--- src/hdl/ppser_pkg.sv ---
// Shared types and constants for the palette pixel serializer.
package ppser_pkg;

  localparam int unsigned PalEntries = 16;
  localparam int unsigned PalIdxW    = $clog2(PalEntries);
  localparam int unsigned PalEntryW  = 4;
  localparam int unsigned DataW      = 8;
  localparam int unsigned RgbW       = 3;
  localparam int unsigned RepW       = 3;
  localparam int unsigned ModeW      = 8;
  localparam int unsigned PixIdxW    = 3;
  localparam int unsigned QueueDepth = 2;
  localparam int unsigned QueuePtrW  = $clog2(QueueDepth);
  localparam int unsigned QueueCntW  = $clog2(QueueDepth + 1);

  // Fields of the control byte
  localparam int unsigned ModeCplLsb  = 2;
  localparam int unsigned ModeFastBit = 4;

  // Chars-per-line codes
  localparam logic [1:0] CplNone = 2'd0;
  localparam logic [1:0] CplLow  = 2'd1;
  localparam logic [1:0] CplMid  = 2'd2;
  localparam logic [1:0] CplHigh = 2'd3;

  // Input opcodes
  localparam logic OpPalWrite = 1'b0;
  localparam logic OpDisplay  = 1'b1;

  // Horizontal repeat counts
  localparam logic [RepW-1:0] Rep1 = 3'd1;
  localparam logic [RepW-1:0] Rep2 = 3'd2;
  localparam logic [RepW-1:0] Rep4 = 3'd4;

  typedef enum logic [2:0] {
    CMD_PAL_WRITE,
    CMD_MONO,      // 8 pixels, black or white
    CMD_PAL8,      // 8 pixels, one bit each
    CMD_PAL4,      // 4 pixels, two bits each
    CMD_PAL2       // 2 pixels, four bits each
  } cmd_kind_e;

  typedef struct packed {
    cmd_kind_e        kind;
    logic [RepW-1:0]  rep;
    logic [DataW-1:0] data;
  } cmd_t;

endpackage

--- src/hdl/ppser_front.sv ---
// Front end: control register; each request becomes a command or is dropped.
module ppser_front (
  input  logic                       clk_i,
  input  logic                       rst_ni,
  input  logic                       cfg_valid_i,
  output logic                       cfg_ready_o,
  input  logic [ppser_pkg::ModeW-1:0] cfg_data_i,
  input  logic                       in_valid_i,
  output logic                       in_ready_o,
  input  logic                       op_i,
  input  logic [ppser_pkg::DataW-1:0] data_i,
  input  logic                       q_full_i,
  output logic                       q_push_o,
  output ppser_pkg::cmd_t            q_cmd_o
);

  logic [ppser_pkg::ModeW-1:0] mode_control_q, mode_control_d;
  logic [1:0]                  cpl;
  logic                        fast;
  logic                        drop;

  assign cfg_ready_o = 1'b1;

  always_comb begin
    mode_control_d = mode_control_q;
    if (cfg_valid_i) begin
      mode_control_d = cfg_data_i;
    end
  end

  always_ff @(posedge clk_i or negedge rst_ni) begin
    if (!rst_ni) begin
      mode_control_q <= '0;
    end else begin
      mode_control_q <= mode_control_d;
    end
  end

  assign cpl  = mode_control_q[ppser_pkg::ModeCplLsb +: 2];
  assign fast = mode_control_q[ppser_pkg::ModeFastBit];

  // Classify the request
  always_comb begin
    q_cmd_o.data = data_i;
    q_cmd_o.kind = ppser_pkg::CMD_PAL_WRITE;
    q_cmd_o.rep  = ppser_pkg::Rep1;
    drop         = 1'b0;
    if (op_i == ppser_pkg::OpDisplay) begin
      case (cpl)
        ppser_pkg::CplHigh: begin
          q_cmd_o.kind = ppser_pkg::CMD_MONO;
          q_cmd_o.rep  = ppser_pkg::Rep1;
        end
        ppser_pkg::CplMid: begin
          q_cmd_o.kind = fast ? ppser_pkg::CMD_PAL4 : ppser_pkg::CMD_PAL8;
          q_cmd_o.rep  = ppser_pkg::Rep2;
        end
        ppser_pkg::CplLow: begin
          q_cmd_o.kind = fast ? ppser_pkg::CMD_PAL2 : ppser_pkg::CMD_PAL4;
          q_cmd_o.rep  = ppser_pkg::Rep4;
        end
        default: begin
          drop = 1'b1;
        end
      endcase
    end
  end

  assign in_ready_o = !q_full_i;
  // Drop display bytes with no matching mode
  assign q_push_o   = in_valid_i && !q_full_i && !drop;

endmodule

--- src/hdl/ppser_queue.sv ---
// Short command queue between the front and back ends.
module ppser_queue (
  input  logic            clk_i,
  input  logic            rst_ni,
  input  logic            push_i,
  input  ppser_pkg::cmd_t cmd_i,
  output logic            full_o,
  input  logic            pop_i,
  output logic            empty_o,
  output ppser_pkg::cmd_t head_o
);

  ppser_pkg::cmd_t                      mem_q [ppser_pkg::QueueDepth];
  logic [ppser_pkg::QueuePtrW-1:0]      wr_ptr_q, wr_ptr_d;
  logic [ppser_pkg::QueuePtrW-1:0]      rd_ptr_q, rd_ptr_d;
  logic [ppser_pkg::QueueCntW-1:0]      count_q, count_d;
  logic                                 do_push, do_pop;

  assign full_o  = (count_q == ppser_pkg::QueueCntW'(ppser_pkg::QueueDepth));
  assign empty_o = (count_q == '0);
  assign head_o  = mem_q[rd_ptr_q];
  assign do_push = push_i && !full_o;
  assign do_pop  = pop_i && !empty_o;

  always_comb begin
    wr_ptr_d = wr_ptr_q;
    rd_ptr_d = rd_ptr_q;
    count_d  = count_q;
    if (do_push) begin
      wr_ptr_d = (wr_ptr_q == ppser_pkg::QueuePtrW'(ppser_pkg::QueueDepth - 1)) ?
                 '0 : wr_ptr_q + 1'b1;
    end
    if (do_pop) begin
      rd_ptr_d = (rd_ptr_q == ppser_pkg::QueuePtrW'(ppser_pkg::QueueDepth - 1)) ?
                 '0 : rd_ptr_q + 1'b1;
    end
    if (do_push && !do_pop) begin
      count_d = count_q + 1'b1;
    end else if (do_pop && !do_push) begin
      count_d = count_q - 1'b1;
    end
  end

  always_ff @(posedge clk_i or negedge rst_ni) begin
    if (!rst_ni) begin
      wr_ptr_q <= '0;
      rd_ptr_q <= '0;
      count_q  <= '0;
    end else begin
      wr_ptr_q <= wr_ptr_d;
      rd_ptr_q <= rd_ptr_d;
      count_q  <= count_d;
    end
  end

  always_ff @(posedge clk_i) begin
    if (do_push) begin
      mem_q[wr_ptr_q] <= cmd_i;
    end
  end

endmodule

--- src/hdl/ppser_back.sv ---
// Back end: palette table, pixel sequencer and output register.
module ppser_back (
  input  logic                        clk_i,
  input  logic                        rst_ni,
  input  logic                        q_empty_i,
  input  ppser_pkg::cmd_t             q_head_i,
  output logic                        q_pop_o,
  output logic                        out_valid_o,
  input  logic                        out_ready_i,
  output logic [ppser_pkg::RgbW-1:0]  pixel_rgb_o,
  output logic [ppser_pkg::RepW-1:0]  repeat_count_o,
  output logic                        last_o
);

  logic [ppser_pkg::PalEntryW-1:0] palette_q [ppser_pkg::PalEntries];
  logic [ppser_pkg::PixIdxW-1:0]   pix_q, pix_d;
  logic                            out_valid_q, out_valid_d;
  logic [ppser_pkg::RgbW-1:0]      rgb_q;
  logic [ppser_pkg::RepW-1:0]      rep_q;
  logic                            last_q;

  logic                            advance;
  logic                            is_write;
  logic                            is_display;
  logic                            emit;
  logic                            pix_last;
  logic [ppser_pkg::PalIdxW-1:0]   pal_idx;
  logic [ppser_pkg::RgbW-1:0]      pix_rgb;
  logic [ppser_pkg::PalIdxW-1:0]   wr_idx;
  logic [ppser_pkg::DataW-1:0]     d;
  logic [1:0]                      v;
  logic [ppser_pkg::PalEntryW-1:0] entry;

  assign d          = q_head_i.data;
  assign is_write   = !q_empty_i && (q_head_i.kind == ppser_pkg::CMD_PAL_WRITE);
  assign is_display = !q_empty_i && (q_head_i.kind != ppser_pkg::CMD_PAL_WRITE);
  assign advance    = !out_valid_q || out_ready_i;
  assign emit       = is_display && advance;
  assign wr_idx     = d[ppser_pkg::DataW-1 -: ppser_pkg::PalIdxW];

  // Pick the pixel bits and palette index for the current position
  always_comb begin
    pal_idx  = '0;
    v        = {d[3'(7 - pix_q)], d[3'(3 - pix_q)]};
    pix_last = 1'b0;
    case (q_head_i.kind)
      ppser_pkg::CMD_MONO: begin
        pix_last = (pix_q == 3'd7);
      end
      ppser_pkg::CMD_PAL8: begin
        pal_idx  = {d[3'(7 - pix_q)], 3'b000};
        pix_last = (pix_q == 3'd7);
      end
      ppser_pkg::CMD_PAL4: begin
        pal_idx  = 4'd4 + {1'b0, v, 1'b0};
        pix_last = (pix_q == 3'd3);
      end
      ppser_pkg::CMD_PAL2: begin
        pal_idx  = {d[3'(7 - pix_q)], d[3'(5 - pix_q)],
                    d[3'(3 - pix_q)], d[3'(1 - pix_q)]};
        pix_last = (pix_q == 3'd1);
      end
      default: begin
        pix_last = 1'b1;
      end
    endcase
  end

  assign entry = palette_q[pal_idx];

  always_comb begin
    if (q_head_i.kind == ppser_pkg::CMD_MONO) begin
      pix_rgb = {ppser_pkg::RgbW{d[3'(7 - pix_q)]}};
    end else begin
      // Colour bits are active low in the palette entry
      pix_rgb = ~entry[ppser_pkg::RgbW-1:0];
    end
  end

  assign q_pop_o = is_write || (emit && pix_last);

  always_comb begin
    pix_d = pix_q;
    if (emit) begin
      pix_d = pix_last ? '0 : pix_q + 1'b1;
    end
    out_valid_d = out_valid_q;
    if (emit) begin
      out_valid_d = 1'b1;
    end else if (out_ready_i) begin
      out_valid_d = 1'b0;
    end
  end

  always_ff @(posedge clk_i or negedge rst_ni) begin
    if (!rst_ni) begin
      pix_q       <= '0;
      out_valid_q <= 1'b0;
      for (int i = 0; i < ppser_pkg::PalEntries; i++) begin
        palette_q[i] <= '0;
      end
    end else begin
      pix_q       <= pix_d;
      out_valid_q <= out_valid_d;
      if (is_write) begin
        palette_q[wr_idx] <= d[ppser_pkg::PalEntryW-1:0];
      end
    end
  end

  always_ff @(posedge clk_i) begin
    if (emit) begin
      rgb_q  <= pix_rgb;
      rep_q  <= q_head_i.rep;
      last_q <= pix_last;
    end
  end

  assign out_valid_o    = out_valid_q;
  assign pixel_rgb_o    = rgb_q;
  assign repeat_count_o = rep_q;
  assign last_o         = last_q;

endmodule

--- src/hdl/palette_pixel_serializer.sv ---
// Top level of the palette pixel serializer.
//
// Usage:
//   Input channel (in_valid_i/in_ready_o) carries op_i and data_i. A palette
//   write (op_i low) stores data_i[3:0] at entry data_i[7:4]. A display byte
//   (op_i high) is cut into 8, 4 or 2 logical pixels by the control register.
//   The config channel (cfg_valid_i/cfg_ready_o) writes the control byte; it
//   is always ready and must only be written while the block is idle.
//   Output channel (out_valid_o/out_ready_i) gives one pixel per beat with
//   pixel_rgb_o, repeat_count_o and last_o (set on a byte's final pixel).
//   A display byte is written into the queue, and its first pixel leaves
//   through the output register. The back-end sequencer emits one pixel per
//   cycle while the receiver takes them, so a byte yields 8, 4 or 2 pixels.
//   A two-entry queue lets the front take requests while pixels drain.
//   Reset clears the control register, the queue, and all palette entries
//   (unwritten entries read as zero, giving white). When the receiver stalls
//   the output register holds, the sequencer waits and the queue fills, after
//   which in_ready_o drops.
module palette_pixel_serializer (
  input  logic        clk_i,
  input  logic        rst_ni,
  input  logic        cfg_valid_i,
  output logic        cfg_ready_o,
  input  logic [7:0]  cfg_data_i,
  input  logic        in_valid_i,
  output logic        in_ready_o,
  input  logic        op_i,
  input  logic [7:0]  data_i,
  output logic        out_valid_o,
  input  logic        out_ready_i,
  output logic [2:0]  pixel_rgb_o,
  output logic [2:0]  repeat_count_o,
  output logic        last_o
);

  ppser_pkg::cmd_t push_cmd;
  ppser_pkg::cmd_t head_cmd;
  logic            q_push;
  logic            q_full;
  logic            q_pop;
  logic            q_empty;

  ppser_front u_front (
    .clk_i       (clk_i),
    .rst_ni      (rst_ni),
    .cfg_valid_i (cfg_valid_i),
    .cfg_ready_o (cfg_ready_o),
    .cfg_data_i  (cfg_data_i),
    .in_valid_i  (in_valid_i),
    .in_ready_o  (in_ready_o),
    .op_i        (op_i),
    .data_i      (data_i),
    .q_full_i    (q_full),
    .q_push_o    (q_push),
    .q_cmd_o     (push_cmd)
  );

  ppser_queue u_queue (
    .clk_i   (clk_i),
    .rst_ni  (rst_ni),
    .push_i  (q_push),
    .cmd_i   (push_cmd),
    .full_o  (q_full),
    .pop_i   (q_pop),
    .empty_o (q_empty),
    .head_o  (head_cmd)
  );

  ppser_back u_back (
    .clk_i          (clk_i),
    .rst_ni         (rst_ni),
    .q_empty_i      (q_empty),
    .q_head_i       (head_cmd),
    .q_pop_o        (q_pop),
    .out_valid_o    (out_valid_o),
    .out_ready_i    (out_ready_i),
    .pixel_rgb_o    (pixel_rgb_o),
    .repeat_count_o (repeat_count_o),
    .last_o         (last_o)
  );

endmodule

--- config.mk ---
export PLATFORM = sky130hd
export DESIGN_NAME = palette_pixel_serializer
export DESIGN_NICKNAME = d
export VERILOG_FILES = /design/src/hdl/ppser_pkg.sv /design/src/hdl/ppser_front.sv /design/src/hdl/ppser_queue.sv /design/src/hdl/ppser_back.sv /design/src/hdl/palette_pixel_serializer.sv
export SDC_FILE = /design/constraint.sdc
export NUM_CORES = 1
export LEC_CHECK = 0
export ABC_AREA = 1
export ABC_CLOCK_PERIOD_IN_PS = 3100
export BUFFER_PORTS_ARGS = -buffer_cell sky130_fd_sc_hd__buf_2
export CAP_MARGIN = 20
export CELL_PAD_IN_SITES_DETAIL_PLACEMENT = 0
export CELL_PAD_IN_SITES_GLOBAL_PLACEMENT = 1
export CORE_MARGIN = 3
export CORE_UTILIZATION = 47
export CTS_CLUSTER_DIAMETER = 30
export DETAILED_ROUTE_END_ITERATION = 8
export GPL_TIMING_DRIVEN = 0
export PLACE_DENSITY = 0.79
export SETUP_SLACK_MARGIN = 0.4
export SLEW_MARGIN = 10
export SYNTH_ARGS = -nofsm -noshare
export SYNTH_HDL_FRONTEND = slang
export SYNTH_SLANG_ARGS = --single-unit
export TNS_END_PERCENT = 100
--- constraint.sdc ---
create_clock -name clk_i -period 3.1 [get_ports clk_i]
set_input_delay 0.31 -clock clk_i [delete_from_list [all_inputs] [get_ports clk_i]]
set_output_delay 0.31 -clock clk_i [all_outputs]
set_load 0.01 [all_outputs]
==> metrics.txt <==
Max Slew Vio Count 0; Cell Area, Synth roughly 0.0046 mm²; maximum buffer depth of the clock tree 2; cells on worst reg2reg path 13; total track usage 0.208; Mapped Cells slightly above 500; CP endpoint kind flop; synthesized flop and latch total 94; DR pass1 iterations 5; FF-to-FF Start u_queue.rd_ptr_q; # diodes 0; syn nets between 500 and 600; post-synth cell types 38; P&R area growth vs syn 11.2%; Post-DRT Antenna Nets 0; WS Path Type flop to flop; status complete, but fails checks; YS warnings 0; PD cells slightly above 1000 mW/mm²; CTS tree yes; RR Endpoint u_queue.count_q[1]; Slew HR 0.494; RePlAce Congestion ~0.83; Setup Skew approximately 0.014 ns; starting density of the core 0.492; global-route wire length before repair 17900 µm; IO Port Bufs 25; CP Max Fanout 8; Avg Cell Area, Syn approximately 9 µm²; Fmax around 410 MHz; share of layout cells above drive strength 1 0.174; detailed-route DRC error count 0; top-area cell type share of the netlist area 0.320; Die X roughly 110 µm; Core Region ~0.0094 mm²; Routed WL 10600 µm; Final Instance Area about 0.0051 mm²; largest net degree at the start of global routing 60; Die Y 105 µm; Area after DPL a little under 0.005 mm²; nets roughly 570; Tcrit/Tclk final 0.789; Avg WL per Cell 15.7 µm; Worst setup SP type flop; Pwr Total ~0.0052 W; Peak VDD IR about 450 µV; # fillers 906; setup slack, reg-to-reg ~0.65 ns; Reg clk slew, reported paths 0.11 ns; CTS Root Cell clkbuf_8; RSZ-0062 raised after global routing no; clock sink total 94; Final Util 0.547; DR iter-0 viols 200; Data required, critical path about 3.4 ns; DP Wirelength approximately 7700 µm; top cells by area, synth dfrtp_1 (32%), edfxtp_1 (23%), nand2_1 (12%); Final Setup Violations 0; sequential share of the synthesized area 0.549; Leakage 2.22 nW; GR Overflow Total 0; minimum clock period approximately 2.4 ns; failing checks hold timing; I/O pin cnt 32; Hold Fails Final Rpt 8; Max-Cap Viols 0; sequential cell area roughly 0.0025 mm²; number of buffers created by CTS 9; Hold Crit Class primary input to asynchronous set/reset pin; Arr. time, crit path 2.70 ns; area leader, netlist dfrtp_1; routed vias between 3000 and 4000; most frequent cells in the layout nand2_1 (149), dfrtp_1 (59), nand3_1 (57); Hold Slack -0.0121 ns; commonest non-fill, non-tap cell in the layout nand2_1; initial antenna violation count 0; H-tree levels 3; number of global-route vias before repair between 3000 and 4000; area of the multi-input gates about 0.0019 mm²; later-pin clock latency in the skew report between 0.3 and 0.4 ns; die area 0.0110 mm²; DR vias/cell approximately 5.3; FP Rows 35; Worst Tran Pin Value 0.759 ns; Setup crit start u_queue.rd_ptr_q
-- area by class of cell --
class	instances	share of cell area
Multi-Input combinational cell	358	0.363
Clock inverter	7	0.0112
Sequential cell	94	0.493
Timing Repair Buffer	28	0.0293
Tap cell	129	0.0315
Inverter	34	0.0254
Clock buffer	9	0.0242
Buffer	17	0.0225
-- synthesized netlist by cell type --
cell type / count
nand2_2: 7
nand3_4: 2
nor2_8: 1
o21ai_4: 1
edfxtp_1: 35
nand2_4: 1
and2_1: 4
nor2_4: 2
buf_1: 1
nor3_2: 2
xor2_1: 2
or2_2: 1
nand3_1: 59
buf_2: 5
xnor2_1: 1
nand4_1: 26
inv_1: 25
o21ai_1: 17
o21ai_0: 41
conb_1: 1
a31oi_1: 1
buf_4: 4
inv_2: 8
a21oi_1: 4
nor3_1: 1
o32ai_1: 1
nor4_1: 1
ha_1: 8
nand2_1: 150
nand3_2: 7
clkbuf_1: 3
buf_6: 4
o21ai_2: 1
inv_4: 1
dfrtp_1: 59
and3_1: 1
nor2_1: 13
and2_0: 2
-- per-stage QoR --
step / setup TNS, ns / setup WS (ns) / cells
final: 0 / 0.653 / 676
after CTS: 0 / 0.470 / 675
after global placement: 0 / 0.0550 / 657
after global routing: 0 / 0.412 / 676
after detailed placement: -0.0215 / -0.0215 / 659
after floorplan: 0 / 0.576 / 503
-- logic make-up after synthesis --
| family | count (synthesis) | synth area share |
|---|---|---|
| and+or+nand+nor | 280 | 0.294 |
| other | 1 | 0.000814 |
| DFF | 94 | 0.549 |
| buffers and inverters | 51 | 0.0532 |
| adders and majority gates | 8 | 0.0217 |
| AOI/OAI and AO/OA | 66 | 0.0760 |
| xor gates and xnor gates | 3 | 0.00570 |
-- sequential cells by signal (all words and copies together) (netlist names) --
signal and count:
u_queue.count_q 2, u_back.repeat_count_o 3, u_back.palette_q 48, u_back.out_valid_o 1, u_back.pix_q 3, u_back.last_o 1
u_queue.mem_q 28, u_queue.wr_ptr_q 1, u_back.pixel_rgb_o 3, u_queue.rd_ptr_q 1, u_front.mode_control_q 3
-- worst max-delay path by stage --
| stage | slack [ns] | endpoint |
|---|---|---|
| floorplan | 0.58 | u_queue.count_q[1] |
| global placement | 0.05 | u_queue.count_q[1] |
| detailed placement | -0.02 | u_queue.count_q[1] |
| CTS | 0.47 | u_queue.count_q[1] |
| global route | 0.41 | u_queue.count_q[1] |
| finish | 0.65 | u_queue.count_q[1] |
-- metal layers --
layer	track usage	vias up	share of wire
met4	0.0478	0	0.0093
li1	-	1788	-
met5	0	-	0
met3	0.0457	8	0.044
met1	0.297	1721	0.49
met2	0.324	79	0.46
-- worst max-delay path, cell delays in order (launching register included) --
cell     delay (ns)
dfrtp_1        0.38
buf_6          0.14
o21ai_4        0.25
nand3_2        0.18
nor4_1         0.20
a31oi_1        0.12
nand2_2        0.15
nand2_1        0.06
nand2_1        0.09
inv_1          0.05
ha_1           0.31
a21oi_1        0.11
o21ai_0        0.11
xor2_1         0.16
-- timing repair --
action | CTS | global route
resized for setup | 2 | 4
setup endpoints to repair | 2 | 1
hold endpoints to repair | 0 | 0
hold buffers | 0 | 0
setup buffers | 0 | 1
pin swaps | 0 | 2
-- power by group --
part           total [W]  switching (W)  internal (W)  leakage (nW)
clock           0.000775       0.000472      0.000303        0.0833
sequential       0.00188       0.000181       0.00170          1.11
combinational    0.00259        0.00175      0.000835          1.03
No activity file was read; power rests on OpenSTA's default activity.
